===== src/sv/hwss_pkg.sv =====
// ----------------------------------------------------------------------------
// hwss_pkg
// Types and constants shared by the hunger-weighted slot scheduler.
// ----------------------------------------------------------------------------
package hwss_pkg;

  localparam int PRIO_W   = 8;
  localparam int PROD_W   = 2 * PRIO_W;
  localparam int FIELD_SW = 4;   // width of slot fields on the ports

  localparam logic [PRIO_W-1:0] HUNGER_ONE = PRIO_W'(1);
  localparam logic [PRIO_W-1:0] HUNGER_MAX = '1;

  localparam logic OP_TICK  = 1'b0;
  localparam logic OP_WRITE = 1'b1;

  // One slot entry as held by a cell
  typedef struct packed {
    logic              ready;
    logic [PRIO_W-1:0] prio;
    logic [PRIO_W-1:0] count;
    logic [PRIO_W-1:0] hunger;
  } slot_t;

  // Per-cycle control broadcast to every cell
  typedef struct packed {
    logic shift;
    logic hunger_upd;
    logic refill;
    logic dec;
  } cell_ctl_t;

  typedef struct packed {
    logic                op;
    logic [FIELD_SW-1:0] slot;
    logic                ready_req;
    logic [PRIO_W-1:0]   priority_req;
    logic                msg_pending;
  } in_item_t;

  typedef struct packed {
    logic [FIELD_SW-1:0] chosen_slot;
    logic                by_message;
    logic                counts_refilled;
  } out_item_t;

  typedef enum logic [2:0] {
    S_IDLE,
    S_SCAN,
    S_DRAIN,
    S_UPDATE,
    S_FIN
  } state_e;

endpackage


===== src/sv/hwss_stream_if.sv =====
// ----------------------------------------------------------------------------
// hwss_stream_if
// Valid/ready channel carrying one item per handshake.
// ----------------------------------------------------------------------------
interface hwss_stream_if #(
  parameter type item_t = logic
);
  logic  valid;
  logic  ready;
  item_t data;

  modport source (output valid, output data, input ready);
  modport sink   (input valid, input data, output ready);
endinterface


===== src/sv/hwss_cell.sv =====
// ----------------------------------------------------------------------------
// hwss_cell
// One slot entry of the rotating ring: shift, load and in-place update.
// ----------------------------------------------------------------------------
module hwss_cell import hwss_pkg::*; (
  input  logic              clk_i,
  input  logic              rst_ni,
  input  cell_ctl_t         ctl_i,
  input  logic              win_i,
  input  logic              we_i,
  input  logic              wr_ready_i,
  input  logic [PRIO_W-1:0] wr_prio_i,
  input  slot_t             nbr_i,
  output slot_t             entry_o
);

  slot_t entry_q, entry_d;

  always_comb begin
    entry_d = entry_q;
    if (we_i) begin
      entry_d.ready  = wr_ready_i;
      entry_d.prio   = wr_prio_i;
      entry_d.count  = wr_prio_i;
      entry_d.hunger = HUNGER_ONE;
    end else if (ctl_i.shift) begin
      entry_d = nbr_i;
    end else begin
      if (ctl_i.refill) begin
        entry_d.count = entry_q.prio;
      end
      if (ctl_i.dec && win_i && entry_q.count != '0) begin
        entry_d.count = entry_q.count - PRIO_W'(1);
      end
      if (ctl_i.hunger_upd) begin
        if (win_i) begin
          entry_d.hunger = HUNGER_ONE;
        end else if (entry_q.ready && entry_q.hunger != HUNGER_MAX) begin
          entry_d.hunger = entry_q.hunger + PRIO_W'(1);
        end
      end
    end
  end

  always_ff @(posedge clk_i or negedge rst_ni) begin
    if (!rst_ni) begin
      entry_q <= '{ready: 1'b0, prio: '0, count: '0, hunger: HUNGER_ONE};
    end else begin
      entry_q <= entry_d;
    end
  end

  assign entry_o = entry_q;

endmodule


===== src/sv/hwss_scan.sv =====
// ----------------------------------------------------------------------------
// hwss_scan
// Head comparator: weighs the entry at the ring head against the best so far.
// ----------------------------------------------------------------------------
module hwss_scan import hwss_pkg::*; #(
  parameter  int SLOTS  = 16,
  localparam int SLOT_W = $clog2(SLOTS)
) (
  input  logic              clk_i,
  input  logic              rst_ni,
  input  logic              clear_i,
  input  logic              sample_i,
  input  slot_t             head_i,
  input  logic [SLOT_W-1:0] head_idx_i,
  input  logic [SLOT_W-1:0] cur_i,
  output logic [SLOT_W-1:0] best_idx_o,
  output logic [PRIO_W-1:0] best_cnt_o
);

  // product stage
  logic              pv_q;
  logic [SLOT_W-1:0] pidx_q;
  logic [PROD_W-1:0] pprod_q;
  logic [PRIO_W-1:0] pcnt_q;
  logic              pelig_q;

  // best candidate
  logic              bv_q, bv_d;
  logic [SLOT_W-1:0] bidx_q;
  logic [PROD_W-1:0] bprod_q;
  logic [PRIO_W-1:0] bcnt_q;

  logic tie, take;

  // Equal keys: the current slot always holds; otherwise a slot after the
  // current one in ring order beats one that wraps round before it.
  always_comb begin
    tie  = (pidx_q == cur_i) ||
           (bidx_q != cur_i && pidx_q > cur_i && bidx_q < cur_i);
    take = pv_q && pelig_q &&
           (!bv_q || pprod_q > bprod_q ||
            (pprod_q == bprod_q && (pcnt_q > bcnt_q || (pcnt_q == bcnt_q && tie))));
    bv_d = clear_i ? 1'b0 : (take ? 1'b1 : bv_q);
  end

  always_ff @(posedge clk_i or negedge rst_ni) begin
    if (!rst_ni) begin
      pv_q <= 1'b0;
      bv_q <= 1'b0;
    end else begin
      pv_q <= sample_i;
      bv_q <= bv_d;
    end
  end

  always_ff @(posedge clk_i) begin
    if (sample_i) begin
      pidx_q  <= head_idx_i;
      pprod_q <= PROD_W'(head_i.count) * PROD_W'(head_i.hunger);
      pcnt_q  <= head_i.count;
      pelig_q <= head_i.ready || head_idx_i == cur_i;
    end
    if (take) begin
      bidx_q  <= pidx_q;
      bprod_q <= pprod_q;
      bcnt_q  <= pcnt_q;
    end
  end

  assign best_idx_o = bidx_q;
  assign best_cnt_o = bcnt_q;

endmodule


===== src/sv/hunger_weighted_slot_scheduler_core.sv =====
// ----------------------------------------------------------------------------
// hunger_weighted_slot_scheduler_core
// Slot scheduler picking the ready slot with the largest count times hunger,
// or the server slot on a message.
// The slot table lives in a ring of SLOTS cells that rotates one place per
// cycle while scanning, past a single multiply-and-compare head; a selection
// pass rotates the ring, finishes the last compare and updates the table. A
// tick without a message takes one pass, or two when the winner's count was
// empty and the counts are refilled. A write item or a tick with a pending
// message goes straight from idle to the finish state. Each result waits in
// the finish state while the previous one still sits in the output register.
// One item is worked on at a time; a new one is taken while the previous
// result still waits in the output register.
module hunger_weighted_slot_scheduler_core import hwss_pkg::*; #(
  parameter int SLOTS = 16
) (
  input  logic                clk_i,
  input  logic                rst_ni,
  input  logic                cfg_we_i,
  input  logic [FIELD_SW-1:0] cfg_wdata_i,
  hwss_stream_if.sink         in_i,
  hwss_stream_if.source       out_o
);

  localparam int SLOT_W = $clog2(SLOTS);
  localparam int IDX_W  = (SLOT_W > FIELD_SW) ? SLOT_W : FIELD_SW;

  state_e            state_q, state_d;
  logic [SLOT_W-1:0] scan_cnt_q;
  logic              pass2_q;
  logic              bymsg_q;
  logic [SLOT_W-1:0] cur_q;
  logic [SLOT_W-1:0] server_q, server_d;
  logic              out_valid_q;
  out_item_t         out_q;

  logic              accept;
  logic              need_refill;
  logic              out_load;
  logic              scan_clear;
  logic              scan_sample;
  cell_ctl_t         cell_ctl;
  logic [SLOT_W-1:0] best_idx;
  logic [PRIO_W-1:0] best_cnt;
  logic [SLOT_W+FIELD_SW-1:0] cur_ext;

  slot_t entry [SLOTS];

  assign accept      = in_i.valid && in_i.ready;
  assign need_refill = (best_cnt == '0) && !pass2_q;
  assign cur_ext     = {{FIELD_SW{1'b0}}, cur_q};

  // ---- ring of slot cells ----
  for (genvar k = 0; k < SLOTS; k++) begin : g_cell
    localparam int NB = (k + 1) % SLOTS;
    logic we, win;
    assign we  = accept && in_i.data.op == OP_WRITE &&
                 IDX_W'(in_i.data.slot) == IDX_W'(k);
    assign win = (best_idx == SLOT_W'(k));

    hwss_cell u_cell (
      .clk_i      (clk_i),
      .rst_ni     (rst_ni),
      .ctl_i      (cell_ctl),
      .win_i      (win),
      .we_i       (we),
      .wr_ready_i (in_i.data.ready_req),
      .wr_prio_i  (in_i.data.priority_req),
      .nbr_i      (entry[NB]),
      .entry_o    (entry[k])
    );
  end

  hwss_scan #(.SLOTS(SLOTS)) u_scan (
    .clk_i      (clk_i),
    .rst_ni     (rst_ni),
    .clear_i    (scan_clear),
    .sample_i   (scan_sample),
    .head_i     (entry[0]),
    .head_idx_i (scan_cnt_q),
    .cur_i      (cur_q),
    .best_idx_o (best_idx),
    .best_cnt_o (best_cnt)
  );

  // ---- server slot reduced into the ring: constant lookup per write value ----
  always_comb begin
    server_d = '0;
    for (int k = 0; k < (1 << FIELD_SW); k++) begin
      if (cfg_wdata_i == FIELD_SW'(k)) begin
        server_d = SLOT_W'(k % SLOTS);
      end
    end
  end

  // ---- next state ----
  always_comb begin
    state_d = state_q;
    unique case (state_q)
      S_IDLE: begin
        if (accept) begin
          if (in_i.data.op == OP_WRITE || in_i.data.msg_pending) begin
            state_d = S_FIN;
          end else begin
            state_d = S_SCAN;
          end
        end
      end
      S_SCAN: begin
        if (scan_cnt_q == SLOT_W'(SLOTS - 1)) begin
          state_d = S_DRAIN;
        end
      end
      S_DRAIN:  state_d = S_UPDATE;
      S_UPDATE: state_d = need_refill ? S_SCAN : S_FIN;
      S_FIN: begin
        if (out_load) begin
          state_d = S_IDLE;
        end
      end
      default:  state_d = S_IDLE;
    endcase
  end

  // ---- outputs of the sequencer ----
  always_comb begin
    in_i.ready          = (state_q == S_IDLE);
    out_load            = (state_q == S_FIN) && (!out_valid_q || out_o.ready);
    scan_sample         = (state_q == S_SCAN);
    scan_clear          = (state_q != S_SCAN) && (state_q != S_DRAIN);
    cell_ctl.shift      = (state_q == S_SCAN);
    cell_ctl.hunger_upd = (state_q == S_UPDATE);
    cell_ctl.refill     = (state_q == S_UPDATE) && need_refill;
    cell_ctl.dec        = (state_q == S_UPDATE) && !need_refill;
  end

  always_ff @(posedge clk_i or negedge rst_ni) begin
    if (!rst_ni) begin
      state_q     <= S_IDLE;
      scan_cnt_q  <= '0;
      pass2_q     <= 1'b0;
      bymsg_q     <= 1'b0;
      cur_q       <= '0;
      server_q    <= '0;
      out_valid_q <= 1'b0;
    end else begin
      state_q <= state_d;
      if (cfg_we_i) begin
        server_q <= server_d;
      end
      if (state_q == S_SCAN) begin
        scan_cnt_q <= (scan_cnt_q == SLOT_W'(SLOTS - 1)) ? '0 : scan_cnt_q + SLOT_W'(1);
      end
      if (state_q == S_IDLE) begin
        pass2_q <= 1'b0;
      end else if (state_q == S_UPDATE && need_refill) begin
        pass2_q <= 1'b1;
      end
      if (accept) begin
        bymsg_q <= (in_i.data.op == OP_TICK) && in_i.data.msg_pending;
        if (in_i.data.op == OP_TICK && in_i.data.msg_pending) begin
          cur_q <= server_q;
        end
      end
      if (state_q == S_UPDATE && !need_refill) begin
        cur_q <= best_idx;
      end
      if (out_load) begin
        out_valid_q <= 1'b1;
      end else if (out_o.ready) begin
        out_valid_q <= 1'b0;
      end
    end
  end

  always_ff @(posedge clk_i) begin
    if (out_load) begin
      out_q.chosen_slot     <= cur_ext[FIELD_SW-1:0];
      out_q.by_message      <= bymsg_q;
      out_q.counts_refilled <= pass2_q;
    end
  end

  assign out_o.valid = out_valid_q;
  assign out_o.data  = out_q;

  // ---- checks ----
  // an accepted item always leaves idle
  a_accept_busy: assert property (@(posedge clk_i) disable iff (!rst_ni)
    accept |=> state_q != S_IDLE)
    else $error("accepted item did not start");

  // ring must be back at its origin when the table is updated
  a_ring_home: assert property (@(posedge clk_i) disable iff (!rst_ni)
    state_q == S_UPDATE |-> scan_cnt_q == '0)
    else $error("ring not aligned at update");

  // a message grant never refills counts
  a_msg_no_refill: assert property (@(posedge clk_i) disable iff (!rst_ni)
    out_valid_q |-> !(out_q.by_message && out_q.counts_refilled))
    else $error("message grant flagged as refill");

  // a second pass only follows a refill
  a_pass2_from_update: assert property (@(posedge clk_i) disable iff (!rst_ni)
    $rose(pass2_q) |-> $past(state_q) == S_UPDATE)
    else $error("second pass without refill");

endmodule


===== src/flat_wrapper.sv =====
// flat-port wrapper written by rule: the top's interface ports become plain ports
module hunger_weighted_slot_scheduler_core_flat import hwss_pkg::*;
#(
  parameter int SLOTS = 16
)
  (clk_i, rst_ni, cfg_we_i, cfg_wdata_i, in_i_valid, in_i_data, in_i_ready, out_o_valid, out_o_data, out_o_ready);
  hwss_stream_if #(.item_t(in_item_t)) in_i_i ();
  hwss_stream_if #(.item_t(out_item_t)) out_o_i ();
  input  logic clk_i;
  input  logic rst_ni;
  input  logic cfg_we_i;
  input  logic [FIELD_SW-1:0] cfg_wdata_i;
  input wire logic [$bits(in_i_i.valid)-1:0] in_i_valid;
  input wire logic [$bits(in_i_i.data)-1:0] in_i_data;
  output wire logic [$bits(in_i_i.ready)-1:0] in_i_ready;
  output wire logic [$bits(out_o_i.valid)-1:0] out_o_valid;
  output wire logic [$bits(out_o_i.data)-1:0] out_o_data;
  input wire logic [$bits(out_o_i.ready)-1:0] out_o_ready;
  assign in_i_i.valid = in_i_valid;
  assign in_i_i.data = in_i_data;
  assign in_i_ready = in_i_i.ready;
  assign out_o_valid = out_o_i.valid;
  assign out_o_data = out_o_i.data;
  assign out_o_i.ready = out_o_ready;
  hunger_weighted_slot_scheduler_core #(.SLOTS(SLOTS)) u_core (.clk_i(clk_i), .rst_ni(rst_ni), .cfg_we_i(cfg_we_i), .cfg_wdata_i(cfg_wdata_i), .in_i(in_i_i), .out_o(out_o_i));
endmodule

===== config.mk =====
export PLATFORM = sky130hd
export DESIGN_NAME = hunger_weighted_slot_scheduler_core_flat
export DESIGN_NICKNAME = d
export VERILOG_FILES = /design/src/sv/hwss_pkg.sv /design/src/sv/hwss_stream_if.sv /design/src/sv/hwss_cell.sv /design/src/sv/hwss_scan.sv /design/src/sv/hunger_weighted_slot_scheduler_core.sv /design/src/flat_wrapper.sv
export SDC_FILE = /design/constraint.sdc
export NUM_CORES = 2
export LEC_CHECK = 0
export BUFFER_PORTS_ARGS = -buffer_cell sky130_fd_sc_hd__buf_2
export CAP_MARGIN = 10
export CORE_MARGIN = 2
export CORE_UTILIZATION = 40
export CTS_CLUSTER_SIZE = 20
export DETAILED_ROUTE_END_ITERATION = 12
export GPL_TIMING_DRIVEN = 0
export SYNTH_ARGS = -nofsm -noshare
export SYNTH_HDL_FRONTEND = slang
export SYNTH_SLANG_ARGS = --single-unit

===== constraint.sdc =====
create_clock -name clk_i -period 12.3 [get_ports clk_i]
set_clock_uncertainty 0.2 [all_clocks]
set_input_delay 2.46 -clock clk_i [delete_from_list [all_inputs] [get_ports clk_i]]
set_output_delay 2.46 -clock clk_i [all_outputs]
set_load 0.05 [all_outputs]

==> flow_metrics.py <==
metrics = {
    "floorplan": {
        "die_h_um": 281,
        "start_util": 0.404,
        "core_area_sq_um": 75900,
        "io_pins": 32,
        "die_area_sq_um": 79000,
        "rows": 101,
        "die_w_um": 281,
    },
    "yosys": {
        "synthXorXnorAreaFrac": 0.0317,
        "syn_avg_cell_area_sq_um": 8.94,
        "synth_compound_area_frac": 0.222,
        "yosys.area.top_type": "dfrtp_1",
        "synth_adder_area_share": 0.0712,
        "ys_seq_area_frac": 0.405,
        "synth_edf_count": 63,
        "yosys.area_share.simple": 0.188,
        "syn_area_sq_um": 30700,
        "synth-async-reset-ratio": 0.870,
        "synth_ff_type": "dfrtp_1",
        "yosysTopAreaCellShare": 0.329,
        "yosys-top-cells-area": "dfrtp_1 (33%), edfxtp_1 (6.2%), nand2_1 (5.5%)",
        "synth_cell_types": 88,
        "synthCells": 3434,
        "ys_warn_count": 0,
        "ys_seq_elements": 483,
        "muxShareOfSynthArea": 0.0274,
        "synth_top_family_by_area": "compound AO/OA/AOI/OAI gates",
        "syn_nets": 3611,
    },
    "sta": {
        "rsz0062_at_grt": "no",
        "setup_violations": 0,
        "tightestPinTransition_ns": 1.35,
        "finalCritPeriodShare": 0.430,
        "hold_viol": 0,
        "finalMaxSlewViolations": 0,
        "setup-tns-final_ns": 0,
        "max_slew_margin": 0.0992,
        "max_freq_mhz": 189,
        "period_needed_ns": 5.28,
    },
    "cts": {
        "clkLatencyLatePin_ns": 0.66,
        "hold_buffers": 0,
        "root_buffer": "clkbuf_16",
        "ctsHtreeMaxLevel": 2,
        "cts_sinks": 483,
        "post_cts_buffers": 0,
        "cts_buffers": 56,
        "clkTransAtPathRegs_ns": 0.06,
        "cts_resized": 0,
        "clock_path_buffers": 3,
        "tritoncts": "built",
    },
    "grt": {
        "globalRouteTotalUtil": 0.293,
        "grt_pass1_vias": 26625,
        "grt-ovfl-total": 0,
        "grt_pass1_wl_um": 174000,
        "grt_max_degree": 113,
        "antenna_found_initial": 2,
    },
    "critical_path": {
        "critPathLaunch": "in_i_data[11]",
        "crit_buf_inv": 2,
        "crit_top_cell": "clkbuf_1",
        "endpoint_kind": "flop",
        "slowest_delay_ns": 0.99,
        "crit_required_ns": 12.62,
        "cpMaxStageDelayCell": "nor4_1",
        "crit_family": "simple AND/OR/NAND/NOR gates",
        "worst_ep_arrival_time_ns": 5.60,
        "crit_fanout": 10,
        "worstReg2RegStart": "u_core.g_cell[0].u_cell.entry_o[12]",
        "start_kind": "input pin",
        "cp_cell_sequence": "clkbuf_1 -> nand2_1 -> nor4_1 -> nor2_1 -> clkbuf_1 -> o2111ai_1 -> o211ai_1",
        "criticalPathCategory": "input pin to flop",
    },
    "power": {
        "cellPowerDensity_nw_per_um2": 279,
        "peakVddDrop_v": 0.000145,
        "power_mw": 9.54,
        "p_leak_nw": 14.2,
    },
    "routing": {
        "dr.pass1.iters": 6,
        "initialDrtViolationCount": 3820,
        "vias": 28428,
        "avgViaCountPerCell": 6.18,
        "drt_wl_total_um": 117000,
        "ant_nets": 0,
        "drcViolationCount": 0,
        "routedWlPerCell_um": 25.4,
    },
    "finish": {
        "layout.nets": 3698,
        "area_growth_pct": 11.5,
        "antenna_cells": 0,
        "drive_gt1_frac": 0.0715,
        "final_cells": 4597,
    },
    "placement": {
        "port_buffers": 22,
        "place_hpwl_um": 85600,
        "gp_congestion": 0.995,
        "dp_cells": 4493,
    },
    "run": {
        "maxCapViolations": 0,
    },
    "worst_hold_path": {
        "holdCritPathClass": "flop to flop",
        "worstHoldStart": "u_core.u_scan.pprod_q[0]",
    },
    "run_status": {
        "status": "completed",
    },
}
==> cell usage in the layout (no fill, tap or decap), types with 74 or more instances in the layout <==
cell type  instances
a21oi_1          130
a22oi_1          177
a31oi_1          106
buf_2             75
clkbuf_1         141
dfrtp_1          404
ha_1             117
inv_1            191
mux2i_1           74
nand2_1          452
nand3_1           96
nor2_1           280
o211ai_1         112
o21ai_0          168
==> state kept, by name, indices dropped and copies added (netlist names), 3 cells and up <==
name / cells
u_core.u_scan.pprod_q: 16
u_core.state_q: 3
u_core.out_o.data: 6
u_core.u_scan.best_idx_o: 4
u_core.server_q: 4
u_core.cur_q: 4
u_core.u_scan.bprod_q: 16
u_core.u_scan.best_cnt_o: 8
u_core.u_scan.pidx_q: 4
u_core.g_cell.u_cell.entry_o: 400
u_core.scan_cnt_q: 4
u_core.u_scan.pcnt_q: 8
==> cell families (layout without fill, tap and decap cells) <==
| kind of cell | Yosys count | count (layout) |
|---|---|---|
| fa+ha+maj | 153 | 153 |
| compound gates | 990 | 990 |
| xor+xnor | 111 | 111 |
| flops | 483 | 483 |
| simple gates | 1204 | 1204 |
| mux | 83 | 83 |
| buf+inv | 410 | 543 |
==> worst register-to-register path: cells and delay by family (launching register included) <==
family	cells	cell delay (ns)
fa+ha+maj	5	2.36
buf+inv	4	0.75
compound gates	3	0.57
flops	1	0.51
simple gates	3	0.46
xor+xnor	1	0.13
==> cell usage after synthesis (23+ instances only) <==
cell and number:
edfxtp_1 63, o21a_1 23, or3_1 33, a31oi_1 107, o31ai_1 39, mux2i_1 74, o211ai_1 112, xnor2_1 73
nor2_1 280, and3_1 59, a22oi_1 177, buf_2 53, nand2b_1 23, nor4_1 26, clkbuf_1 131, ha_1 117
a21oi_1 130, fa_1 36, xor2_1 38, o21ai_0 168, a32oi_1 55, inv_1 191, or4_1 24, nand2_1 452
nand3_1 96, and2_1 44, dfrtp_1 404, nor3_1 62
==> through the flow <==
| stage | area, sq um | worst slack, ns | hold slack (ns) | utilization |
|---|---|---|---|---|
| finish | 34200 | 7.02 | 0.252 | 0.451 |
| detailed placement | 32300 | 6.52 | 0.228 | 0.425 |
| CTS | 34200 | 7.02 | 0.249 | 0.451 |
| global placement | 32100 | -0.531 | 0.229 | 0.423 |
| global route | 34200 | 6.78 | 0.273 | 0.451 |
| floorplan | 30700 | 7.62 | 0.223 | - |
==> path summary, 6_finish.rpt <==
check,to,slack [ns],cells after the start
min in group asynchronous,u_core.g_cell[13].u_cell.entry_o[9],1.68,1
max in group asynchronous,u_core.g_cell[4].u_cell.entry_o[24],8.59,3
setup / recovery,u_core.g_cell[3].u_cell.entry_o[8],7.02,7
hold / removal,u_core.u_scan.bprod_q[0],0.25,0
hold reg to reg,u_core.u_scan.bprod_q[0],0.25,0
setup reg to reg,u_core.u_scan.pprod_q[14],7.05,16
==> report_power, final <==
group          leakage, nW  switching (mW)  internal [mW]
clock network        0.969           0.748           1.07
registers             5.78           0.895           2.38
logic                 7.47            2.79           1.67
total                 14.2            4.43           5.11
==> layout make-up <==
type | count | area, sq um
Fill cell | 7465 | 41700
Multi-Input combinational cell | 2541 | 16600
Sequential cell | 483 | 12400
Clock buffer | 77 | 1590
Tap cell | 1030 | 1290
Buffer | 216 | 966
Inverter | 194 | 728
Clock inverter | 27 | 372
Timing Repair Buffer | 29 | 273
==> metal layers <==
metal,vias to the layer above,share of wire,GRT usage
met5,-,0.00016,0.00250
met1,13945,0.43,0.414
met3,251,0.10,0.0673
li1,12747,-,-
met4,2,0.040,0.110
met2,1483,0.43,0.435
No activity file was read; power rests on OpenSTA's default activity.
